## config.mk

```make
export PLATFORM = sky130hd
export DESIGN_NAME = cdm_sequencer
export DESIGN_NICKNAME = d
export VERILOG_FILES = /design/src/rtl/cdm_pkg.sv /design/src/rtl/cdm_ucode_rom.sv /design/src/rtl/cdm_sequencer.sv
export SDC_FILE = /design/constraint.sdc
export NUM_CORES = 1
export LEC_CHECK = 0
export ABC_CLOCK_PERIOD_IN_PS = 2250
export BUFFER_PORTS_ARGS = -buffer_cell sky130_fd_sc_hd__clkbuf_2
export CAP_MARGIN = 20
export CORE_UTILIZATION = 46
export DETAILED_ROUTE_END_ITERATION = 16
export PLACE_DENSITY_LB_ADDON = 0.05
export REMOVE_ABC_BUFFERS = 1
export SYNTH_ARGS = -nofsm -noshare
export SYNTH_HDL_FRONTEND = slang
export SYNTH_SLANG_ARGS = --single-unit
```

## constraint.sdc

```tcl
create_clock -name clk_i -period 2.25 [get_ports clk_i]
set_input_delay 0.45 -clock clk_i [delete_from_list [all_inputs] [get_ports clk_i]]
set_output_delay 0.45 -clock clk_i [all_outputs]
set_load 0.1 [all_outputs]
```

## src/rtl/cdm_pkg.sv

```systemverilog
// Shared types and constants for the capped distance map.
`timescale 1ns / 1ps

package cdm_pkg;

  // Signed width for a coordinate plus a diamond offset
  localparam int CW = 9;

  // Width of the microcode step counter
  localparam int STEP_W = 5;

  // Operation codes of an input transaction
  localparam logic OP_MARK = 1'b0;
  localparam logic OP_READ = 1'b1;

  // Fixed program addresses
  localparam logic [STEP_W-1:0] STEP_CLEAR   = 5'd0;
  localparam logic [STEP_W-1:0] STEP_IDLE    = 5'd1;
  localparam logic [STEP_W-1:0] STEP_DIAMOND = 5'd2;
  localparam logic [STEP_W-1:0] STEP_LAST    = 5'd26;
  localparam logic [STEP_W-1:0] STEP_READ    = 5'd27;
  localparam logic [STEP_W-1:0] STEP_RESULT  = 5'd28;

  // Micro-operation kinds
  typedef enum logic [2:0] {
    UOP_CLEAR,
    UOP_IDLE,
    UOP_VISIT,
    UOP_READ,
    UOP_RESULT
  } uop_e;

  // One microcode word
  typedef struct packed {
    uop_e                    uop;
    logic signed [2:0]       dr;
    logic signed [2:0]       dc;
    logic [2:0]              code;
    logic [STEP_W-1:0]       nxt;
    logic [STEP_W-1:0]       alt;
  } uword_t;

  // Sequencer to datapath control
  typedef struct packed {
    uop_e              uop;
    logic signed [2:0] dr;
    logic signed [2:0] dc;
    logic [2:0]        code;
    logic              load;
  } ctrl_t;

  // Datapath to sequencer status
  typedef struct packed {
    logic clr_last;
    logic src_ok;
  } stat_t;

endpackage

```

## src/rtl/cdm_ucode_rom.sv

```systemverilog
// Microcode program store: one control word per sequencer step.
`timescale 1ns / 1ps

module cdm_ucode_rom
  import cdm_pkg::*;
(
  input  logic [STEP_W-1:0] step_i,
  output uword_t            word_o
);

  // Build a diamond visit word; the code is the Manhattan distance plus one
  function automatic uword_t visit(input logic signed [2:0] dr,
                                   input logic signed [2:0] dc,
                                   input logic [STEP_W-1:0] nxt);
    uword_t w;
    logic [2:0] adr;
    logic [2:0] adc;
    adr    = (dr < 0) ? 3'(-dr) : 3'(dr);
    adc    = (dc < 0) ? 3'(-dc) : 3'(dc);
    w.uop  = UOP_VISIT;
    w.dr   = dr;
    w.dc   = dc;
    w.code = adr + adc + 3'd1;
    w.nxt  = nxt;
    w.alt  = STEP_IDLE;
    return w;
  endfunction

  // Build a control word that carries no offsets
  function automatic uword_t plain(input uop_e uop,
                                   input logic [STEP_W-1:0] nxt,
                                   input logic [STEP_W-1:0] alt);
    uword_t w;
    w.uop  = uop;
    w.dr   = 3'sd0;
    w.dc   = 3'sd0;
    w.code = 3'd0;
    w.nxt  = nxt;
    w.alt  = alt;
    return w;
  endfunction

  // Program: clear sweep, dispatch, 25 diamond cells, read, result
  always_comb begin
    unique case (step_i)
      5'd0:  word_o = plain(UOP_CLEAR, STEP_IDLE, STEP_CLEAR);
      5'd1:  word_o = plain(UOP_IDLE, STEP_DIAMOND, STEP_READ);
      5'd2:  word_o = visit(-3'sd3,  3'sd0, 5'd3);
      5'd3:  word_o = visit(-3'sd2, -3'sd1, 5'd4);
      5'd4:  word_o = visit(-3'sd2,  3'sd0, 5'd5);
      5'd5:  word_o = visit(-3'sd2,  3'sd1, 5'd6);
      5'd6:  word_o = visit(-3'sd1, -3'sd2, 5'd7);
      5'd7:  word_o = visit(-3'sd1, -3'sd1, 5'd8);
      5'd8:  word_o = visit(-3'sd1,  3'sd0, 5'd9);
      5'd9:  word_o = visit(-3'sd1,  3'sd1, 5'd10);
      5'd10: word_o = visit(-3'sd1,  3'sd2, 5'd11);
      5'd11: word_o = visit( 3'sd0, -3'sd3, 5'd12);
      5'd12: word_o = visit( 3'sd0, -3'sd2, 5'd13);
      5'd13: word_o = visit( 3'sd0, -3'sd1, 5'd14);
      5'd14: word_o = visit( 3'sd0,  3'sd0, 5'd15);
      5'd15: word_o = visit( 3'sd0,  3'sd1, 5'd16);
      5'd16: word_o = visit( 3'sd0,  3'sd2, 5'd17);
      5'd17: word_o = visit( 3'sd0,  3'sd3, 5'd18);
      5'd18: word_o = visit( 3'sd1, -3'sd2, 5'd19);
      5'd19: word_o = visit( 3'sd1, -3'sd1, 5'd20);
      5'd20: word_o = visit( 3'sd1,  3'sd0, 5'd21);
      5'd21: word_o = visit( 3'sd1,  3'sd1, 5'd22);
      5'd22: word_o = visit( 3'sd1,  3'sd2, 5'd23);
      5'd23: word_o = visit( 3'sd2, -3'sd1, 5'd24);
      5'd24: word_o = visit( 3'sd2,  3'sd0, 5'd25);
      5'd25: word_o = visit( 3'sd2,  3'sd1, STEP_LAST);
      5'd26: word_o = visit( 3'sd3,  3'sd0, STEP_IDLE);
      5'd27: word_o = plain(UOP_READ, STEP_RESULT, STEP_IDLE);
      5'd28: word_o = plain(UOP_RESULT, STEP_IDLE, STEP_IDLE);
      // Unused addresses behave as the dispatch step
      default: word_o = plain(UOP_IDLE, STEP_DIAMOND, STEP_READ);
    endcase
  end

endmodule

```

## src/rtl/cdm_sequencer.sv

```systemverilog
// Step counter and jump logic that walks the microcode program.
`timescale 1ns / 1ps

module cdm_sequencer
  import cdm_pkg::*;
(
  input  logic  clk_i,
  input  logic  rst_ni,
  input  logic  start,
  input  logic  op_i,
  input  stat_t stat_i,
  output logic  busy,
  output logic  out_valid_o,
  output ctrl_t ctrl_o
);

  logic [STEP_W-1:0] step_q;
  logic [STEP_W-1:0] step_d;
  uword_t            word;
  logic              accept;

  cdm_ucode_rom u_rom (
    .step_i (step_q),
    .word_o (word)
  );

  assign accept = start && (word.uop == UOP_IDLE);

  // Next step: sequential flow with conditional jumps
  always_comb begin
    unique case (word.uop)
      UOP_CLEAR: step_d = stat_i.clr_last ? word.nxt : step_q;
      UOP_IDLE: begin
        priority if (!accept)         step_d = step_q;
        else if (op_i == OP_READ)     step_d = word.alt;
        else if (stat_i.src_ok)       step_d = word.nxt;
        else                          step_d = step_q;
      end
      default:   step_d = word.nxt;
    endcase
  end

  // Outputs decoded from the current control word
  always_comb begin
    busy         = (word.uop != UOP_IDLE);
    out_valid_o  = (word.uop == UOP_RESULT);
    ctrl_o.uop   = word.uop;
    ctrl_o.dr    = word.dr;
    ctrl_o.dc    = word.dc;
    ctrl_o.code  = word.code;
    ctrl_o.load  = accept;
  end

  // Hold the step counter; reset enters the clear sweep
  always_ff @(posedge clk_i or negedge rst_ni) begin
    if (!rst_ni) begin
      step_q <= STEP_CLEAR;
    end else begin
      step_q <= step_d;
    end
  end

endmodule

```

==> reports/qor.yml, run 1 <==
floorplan:
  initial_utilization_pct: 49.0
  dieArea_mm2: 0.00228
  die_x_um: 47.7
  core_mm2: 0.00196
  die_y_um: 47.7
  rows: 16
  io_pins: 21
routing:
  firstDrtPassIters: 4
  vias: 1226
  drt-initial-drc-count: 32
  drtAntennaViolNets: 0
  via_per_inst: 6.32
  wire_per_inst_um: 19.0
  routed_wl_um: 3680
  drcViolationCount: 0
worst_setup_path:
  worstPathArrival_ps: 1900
  crit_required_ps: 1800
  reg2reg_depth: 7
  crit_fanout: 6
  cp-start-kind: "flop"
  reg2reg_slack_ps: 40
  r2r_end: "step_q[1]$_DFFE_PN0P_"
  end_kind: "output pin"
  path_class: "flop to output pin"
  r2r-start: "step_q[1]$_DFFE_PN0P_"
timing:
  fin_ws_ps: -104
  rsz0062_at_grt: "yes"
  fin_crit_sh_pct: 105
  fmax_mhz: 425
  slew_headroom_pct: 72.7
  fin_skew_ps: 0.503
  fin_setup_tns_ps: -257
  slew_violations: 0
  min_period_ps: 2350
  finalHoldViolations: 0
  setup_viol: 5
  worst_pin_slew_ps: 406
clocking:
  cts-root-buf: "clkbuf_4"
  insertion_delay_ps: 240
  cts_tree: "built"
  htree_levels: 1
  cts_buffer_depth: 2
  clk_pin_slew_ps: 50
  cts.sinks: 5
  cts_hold_buffers: 0
  cts_buffers: 3
layout:
  largest_reg_flops: 5
  stdcell_area_mm2: 0.00169
  reg.largest.list: "step_q x5"
  regMostFlops: "step_q"
  area_growth_pct: 76.2
  fillers: 109
  diodes: 0
  layout.cells.non_filler: 194
  drive_above_1_share_pct: 51.5
  final_nets: 180
placement:
  place_ws_ps: 53.4
  place_area_mm2: 0.00136
  io_buffers: 20
  place_inst: 178
  place.gp.congestion: 0.819
  dp_hpwl_um: 2010
run_status:
  outcome: "finished, violations left"
  failed_checks: "setup timing"
synth:
  syn-cell-area_um2: 961
  synth_top_family_by_area: "simple AND/OR/NAND/NOR gates"
  syn_area_per_cell_um2: 7.22
  synthXorXnorAreaFrac_pct: 1.82
  yosys-mux-area-fraction_pct: 5.73
  async_reset_ff_share_pct: 100
  ys.flop_type: "dfrtp_1"
  yosys.area_share.simple_pct: 33.6
  synth_compound_area_share_pct: 28.0
  ys_types: 48
  syn_inst: 133
  synth_warnings: 0
  ys_ff_latch: 5
  synthAdderAreaFrac_pct: 7.81
  seq_area_frac_synth_pct: 13.0
  synth_edf_count: 0
worst_hold_path:
  hold_class: "input port to async pin"
global_routing:
  first_global_vias: 978
  grt_pass1_wl_um: 4530
  grt_max_degree: 40
  grtUsageTotal_pct: 28.0
  antenna_found_initial: 0
  overflow: 0
run:
  drv_cap: 0
-- logic make-up (layout without fill, tap and decap cells) --
family                   after synthesis  count (layout)
flip-flops                             5               5
AO/OA/AOI/OAI                         40              40
buffers and inverters                 20              54
multiplexers                           5               5
AND/OR/NAND/NOR                       55              55
XOR/XNOR                               2               2
adder cells (fa/ha/maj)                6               6
-- layer usage --
layer / vias up / track usage [%] / part of all wire [%]
met5: - / 0 / 0
met4: 0 / 8.89 / 2.8
met3: 11 / 4.53 / 3.9
met2: 42 / 45.7 / 50
met1: 611 / 37.7 / 43
li1: 562 / - / -
-- critical path, cell delays in order, from the launching register on --
cell and delay (ps):
dfrtp_2 490, inv_4 120, ha_4 140, and4b_1 210
o32a_4 390, and2_4 150, buf_12 160
-- cell usage after synthesis (2+ instances only) --
cell type | n | area [um2]
and4b_1 | 3 | 30.0
dfrtp_1 | 5 | 125
clkbuf_1 | 2 | 7.51
mux2_2 | 4 | 45.0
nor2_1 | 12 | 45.0
a31o_1 | 2 | 17.5
nor3_1 | 2 | 10.0
a21oi_1 | 6 | 30.0
nand2b_1 | 4 | 25.0
nor2b_1 | 5 | 31.3
nand4_1 | 2 | 12.5
a31oi_1 | 4 | 25.0
buf_2 | 8 | 40.0
nand3_1 | 2 | 10.0
o21ai_0 | 11 | 55.1
and2_1 | 2 | 12.5
ha_1 | 6 | 75.1
buf_1 | 2 | 7.51
inv_1 | 5 | 18.8
o22ai_1 | 4 | 25.0
nand4b_1 | 2 | 17.5
nand2_1 | 11 | 41.3
o221ai_1 | 4 | 35.0
-- worst max-delay path by stage --
stage / start / cells after the start / slack, ps / endpoint
global route: step_q[0]$_DFFE_PN0P_ / 6 / -140 / ctrl_o[0]
CTS: step_q[0]$_DFFE_PN0P_ / 6 / -70 / ctrl_o[1]
finish: step_q[0]$_DFFE_PN0P_ / 6 / -100 / ctrl_o[0]
floorplan: step_q[3]$_DFFE_PN0P_ / 3 / -2450 / out_valid_o
global placement: step_q[1]$_DFFE_PN0P_ / 6 / 110 / ctrl_o[0]
detailed placement: step_q[1]$_DFFE_PN0P_ / 6 / 50 / ctrl_o[0]
-- repair_timing --
item / 4_1_cts / 5_1_grt
buffers inserted: 8 / 4
endpoints found under the setup margin: 9 / 17
pin swaps: 5 / 7
gates resized for setup: 24 / 27
-- cell type report --
cell class | count | area (um2) | share of cell area [%]
tap | 27 | 33.8 | 2.00
sequential | 5 | 129 | 7.61
clock buffer | 4 | 26.3 | 1.55
multi-input combinational | 108 | 928 | 54.8
timing repair buffer | 44 | 548 | 32.4
inverter | 6 | 27.5 | 1.63
-- metrics by stage --
step	util [%]	hold WS, ps
final	86.3	16.9
after global routing	86.3	21.0
after CTS	80.0	18.3
after detailed placement	69.4	279
after global placement	69.4	274
after floorplan	-	154
-- placed cells by master (no fill, tap or decap), types with 3 or more instances in the layout --
cell type / count
buf_4: 20
buf_12: 15
nand2_1: 10
nor2_1: 8
o21ai_0: 8
a21oi_1: 6
ha_4: 6
clkbuf_2: 5
nand2b_1: 4
a31oi_1: 4
mux2_2: 4
inv_1: 3
o22ai_2: 3
nor2b_1: 3
o221ai_1: 3
and4b_1: 3
nor2_2: 3
clkbuf_4: 3
dfrtp_2: 3
Power of run 1 is not shown: default switching activity piles up to over one toggle a cycle in this logic, so the estimate is an artifact.
==> run 2: changes to the inputs <==
Settings changed: ABC_CLOCK_PERIOD_IN_PS 2250 to 3000, PLACE_DENSITY set to 0.69, PLACE_DENSITY_LB_ADDON 0.05 to not set.
Clock period 2.25 ns to 3 ns, I/O delays scaled along.
==> run 2 against run 1 <==
Compared with the run above:
- the flow now finishes without violations
- die area did not move
- register-to-register slack improved by 620 ps
- worst hold slack improved by 160 ps
- worst setup slack improved by 210 ps
- clock skew increased by 2.7 ps
- critical path type unchanged
- design area fell by 34%
- non-clock buffer count shrank 19
- final cell count down 9.8%
- clock-buffer cell count unchanged
- first-iteration DRC count shrank 72%
- highest routed layer is now met3
- routed wire length shrank 35%
==> reports/qor.yml, run 2 (synthesis gave the netlist of run 1 again) <==
run_status:
  outcome: "completed"
worst_setup_path:
  r2r_end: "step_q[1]$_DFFE_PN0P_"
  crit_required_ps: 2400
  path_class: "flop to output pin"
  crit_family: "flip-flops"
  end_kind: "output pin"
  crit_fanout: 12
  reg2reg_slack_ps: 660
  path_depth: 7
  path_cells: "inv_1 -> ha_1 -> nor2_1 -> a221o_1 -> nand2_1 -> o221ai_1 -> buf_2"
  reg2reg_depth: 6
  crit_buf_inv: 2
  cp-start-kind: "flop"
  timing.critical_path.slowest_cell_delay_ps: 570
  slowest_stage: "dfrtp_1"
  worstPathArrival_ps: 2290
  r2r-start: "step_q[1]$_DFFE_PN0P_"
timing:
  finalHoldViolations: 0
  min_period_ps: 2890
  worst_pin_slew_ps: 709
  slew_headroom_pct: 52.7
  setup_viol: 0
  slew_violations: 0
  fin_ws_ps: 111
  fin_setup_tns_ps: 0
  fin_crit_sh_pct: 96.3
  fmax_mhz: 346
  fin_skew_ps: 3.16
  rsz0062_at_grt: "no"
floorplan:
  initial_utilization_pct: 49.0
  core_mm2: 0.00196
  die_y_um: 47.7
  die_x_um: 47.7
  io_pins: 21
  rows: 16
  dieArea_mm2: 0.00228
layout:
  final_nets: 161
  seq_area_um2: 125
  final_common_cell: "clkbuf_2"
  reg.largest.list: "step_q x5"
  fillers: 209
  multi_input_area_um2: 739
  area_growth_pct: 16.8
  mostFrequentLayoutCells: "clkbuf_2, nor2_1, nand2_1, o21ai_0, buf_4"
  regMostFlops: "step_q"
  diodes: 0
  drive_above_1_share_pct: 25.7
  largest_reg_flops: 5
global_routing:
  grtUsageTotal_pct: 22.9
  antenna_found_initial: 0
  grt_max_degree: 25
  grt_pass1_wl_um: 3850
  overflow: 0
  first_global_vias: 896
clocking:
  htree_levels: 1
  cts.sinks: 5
  insertion_delay_ps: 230
  cts_hold_buffers: 0
  clk_pin_slew_ps: 40
  cts_buffer_depth: 2
  cts_buffers: 3
  cts-root-buf: "clkbuf_4"
  cts_tree: "built"
routing:
  vias: 1037
  drcViolationCount: 0
  firstDrtPassIters: 4
  drt-initial-drc-count: 9
  wire_per_inst_um: 13.7
  routed_wl_um: 2400
  via_per_inst: 5.93
  drtAntennaViolNets: 0
run:
  drv_cap: 0
placement:
  place.gp.congestion: 0.853
  dp_hpwl_um: 1730
  io_buffers: 20
  place_ws_ps: 308
worst_hold_path:
  hold_class: "input port to async pin"
==> run 2: changes by cell type in the layout (fill, tap and decap cells not counted), moves of 4 or more <==
cell,previous run,this run
buf_4,20,8
clkbuf_2,5,13
ha_4,6,0
nor2_1,8,12
ha_1,0,6
buf_12,15,2
==> run 2: timing repair <==
| item | CTS | global route |
|---|---|---|
| resized for setup | 0 | 2 |
| setup endpoints to repair | 0 | 2 |
| setup buffers | 0 | 0 |
==> run 2: how the worst max path moves through the flow <==
| stage | start | endpoint | slack, ps |
|---|---|---|---|
| 2_1_floorplan | step_q[3]$_DFFE_PN0P_ | out_valid_o | -1850 |
| 3_5_place_dp | step_q[1]$_DFFE_PN0P_ | ctrl_o[1] | 310 |
| 3_3_place_gp | step_q[1]$_DFFE_PN0P_ | ctrl_o[1] | 390 |
| 4_1_cts | step_q[1]$_DFFE_PN0P_ | ctrl_o[1] | 60 |
| 5_1_grt | step_q[1]$_DFFE_PN0P_ | ctrl_o[4] | 4 |
| 6_report | step_q[1]$_DFFE_PN0P_ | ctrl_o[1] | 110 |
==> run 2: cell type report <==
cell class                 instances  area share, %
inverter                           6           2.01
sequential                         5           11.1
multi-input combinational        108           65.9
tap                               27           3.01
clock buffer                       4           2.34
timing repair buffer              25           15.6
==> run 2: metrics by stage <==
step	utilization, %	hold slack (ps)	instances	area, um2
2_1_floorplan	-	304	119	887
4_1_cts	57.2	170	175	1120
3_3_place_gp	55.9	420	171	1100
6_report	57.2	177	175	1120
5_1_grt	57.2	165	175	1120
3_5_place_dp	55.9	422	171	1100
==> run 2: metal layers <==
layer / track usage [%] / share of wire [%] / up-vias
li1: - / - / 531
met1: 32.2 / 49 / 483
met4: 1.67 / 0 / 0
met2: 39.2 / 48 / 23
met3: 2.26 / 2.9 / 0
met5: 0 / 0 / -
Power of run 2 is left out for the same reason.
==> run 3: changes to the inputs <==
--- a/constraint.sdc
+++ b/constraint.sdc
@@ -3,2 +3,2 @@
 set_output_delay 0.6 -clock clk_i [all_outputs]
-set_load 0.1 [all_outputs]
+set_load 0.05 [all_outputs]
==> run 3 against run 2 <==
Compared with the run above:
- sequential share of layout area rose by 0.15 points
- critical path depth fell by 3
- utilization fell by 0.77 points
- clock skew rose by 4.4 ps
- worst setup slack improved by 170 ps
- critical endpoint is now ctrl_o[0]
- highest routed layer is now met4
==> reports/qor.yml, run 3 (synthesis gave the netlist of run 1 again) <==
timing:
  slew_violations: 0
  fin_ws_ps: 277
  slew_headroom_pct: 49.2
  fin_skew_ps: 7.52
  setup_viol: 0
  worst_pin_slew_ps: 762
  min_period_ps: 2720
  finalHoldViolations: 0
  fmax_mhz: 367
  rsz0062_at_grt: "no"
  fin_crit_sh_pct: 90.8
floorplan:
  dieArea_mm2: 0.00228
  core_mm2: 0.00196
  die_x_um: 47.7
  initial_utilization_pct: 49.0
  io_pins: 21
  rows: 16
  die_y_um: 47.7
clocking:
  cts_setup_buffers: 0
  cts_hold_buffers: 0
  post_cts_resize_count: 0
  cts_buffer_depth: 2
  clk_pin_slew_ps: 50
  cts-root-buf: "clkbuf_4"
  htree_levels: 1
  cts.sinks: 5
  cts_buffers: 3
  insertion_delay_ps: 250
  cts_tree: "built"
run_status:
  outcome: "completed"
global_routing:
  grt_pass1_wl_um: 3640
  overflow: 0
  grtUsageTotal_pct: 22.1
  first_global_vias: 834
  antenna_found_initial: 0
  grt_max_degree: 29
placement:
  place.gp.congestion: 0.843
  io_buffers: 20
  place_ws_ps: 568
  dp_hpwl_um: 1790
  place_inst: 174
routing:
  drcViolationCount: 0
  wire_per_inst_um: 13.6
  vias: 1040
  drtAntennaViolNets: 0
  routed_wl_um: 2420
  firstDrtPassIters: 4
  drt-initial-drc-count: 32
  via_per_inst: 5.84
layout:
  largest_reg_flops: 5
  final_nets: 164
  mostFrequentLayoutCells: "clkbuf_2, nor2_1, nand2_1, o21ai_0, buf_4"
  area_growth_pct: 15.2
  reg.largest.list: "step_q x5"
  drive_above_1_share_pct: 27.2
  layout.cells.non_filler: 178
  diodes: 0
  final_common_cell: "clkbuf_2"
  regMostFlops: "step_q"
  utilization_pct: 56.4
worst_setup_path:
  crit_fanout: 28
  slowest_stage: "dfrtp_1"
  end_kind: "output pin"
  cp-start-kind: "flop"
  crit_required_ps: 2400
  path_class: "flop to output pin"
  timing.critical_path.slowest_cell_delay_ps: 650
  path_cells: "nor4_1 -> o32a_2 -> and2_1 -> clkbuf_2"
  worstPathArrival_ps: 2120
worst_hold_path:
  hold_class: "input port to async pin"
run:
  drv_cap: 0
-- run 3: cell count changes in the layout (fill, tap and decap cells not counted) --
cell | previous run | this run
buf_12 | 2 | 0
buf_2 | 2 | 0
clkbuf_2 | 13 | 20
-- run 3: path summary, 6_finish.rpt --
| check | start | to | slack [ps] | cells past startpoint |
|---|---|---|---|---|
| max | step_q[4]$_DFFE_PN0P_ | ctrl_o[0] | 280 | 4 |
| min | rst_ni | step_q[1]$_DFFE_PN0P_ | 160 | 1 |
| max reg2reg | step_q[1]$_DFFE_PN0P_ | step_q[4]$_DFFE_PN0P_ | 750 | 6 |
| min reg2reg | step_q[1]$_DFFE_PN0P_ | step_q[1]$_DFFE_PN0P_ | 690 | 1 |
| max in group asynchronous | rst_ni | step_q[4]$_DFFE_PN0P_ | 2690 | 1 |
| min in group clk_i | step_q[1]$_DFFE_PN0P_ | step_q[1]$_DFFE_PN0P_ | 690 | 1 |
-- run 3: per-stage QoR --
stage | hold slack, ps | instance area [um2] | TNS, ps
finish | 161 | 1110 | 0
global route | 161 | 1110 | 0
CTS | 159 | 1110 | 0
detailed placement | 422 | 1080 | 0
global placement | 418 | 1080 | 0
floorplan | 304 | 887 | -351
-- run 3: area by class of cell --
| cell class | count | area, um2 |
|---|---|---|
| Clock buffer | 4 | 26.3 |
| Fill cell | 215 | 855 |
| Inverter | 6 | 22.5 |
| Multi-Input combinational cell | 108 | 739 |
| Sequential cell | 5 | 125 |
| Tap cell | 27 | 33.8 |
| Timing Repair Buffer | 28 | 160 |
-- run 3: critical path: cells and delay by family, from the launching register on --
| kind | cells | cell delay [ps] |
|---|---|---|
| and+or+nand+nor | 2 | 650 |
| AOI/OAI and AO/OA | 1 | 320 |
| DFF | 1 | 650 |
| buffers and inverters | 1 | 270 |
-- run 3: layer usage --
layer	vias to the layer above	routed length (um)	global-route usage, %
met3	4	160	5.28
met4	0	38	5.00
met2	46	1090	33.0
met1	458	1130	31.9
li1	532	-	-
met5	-	0	0
Power of run 3 is left out for the same reason.
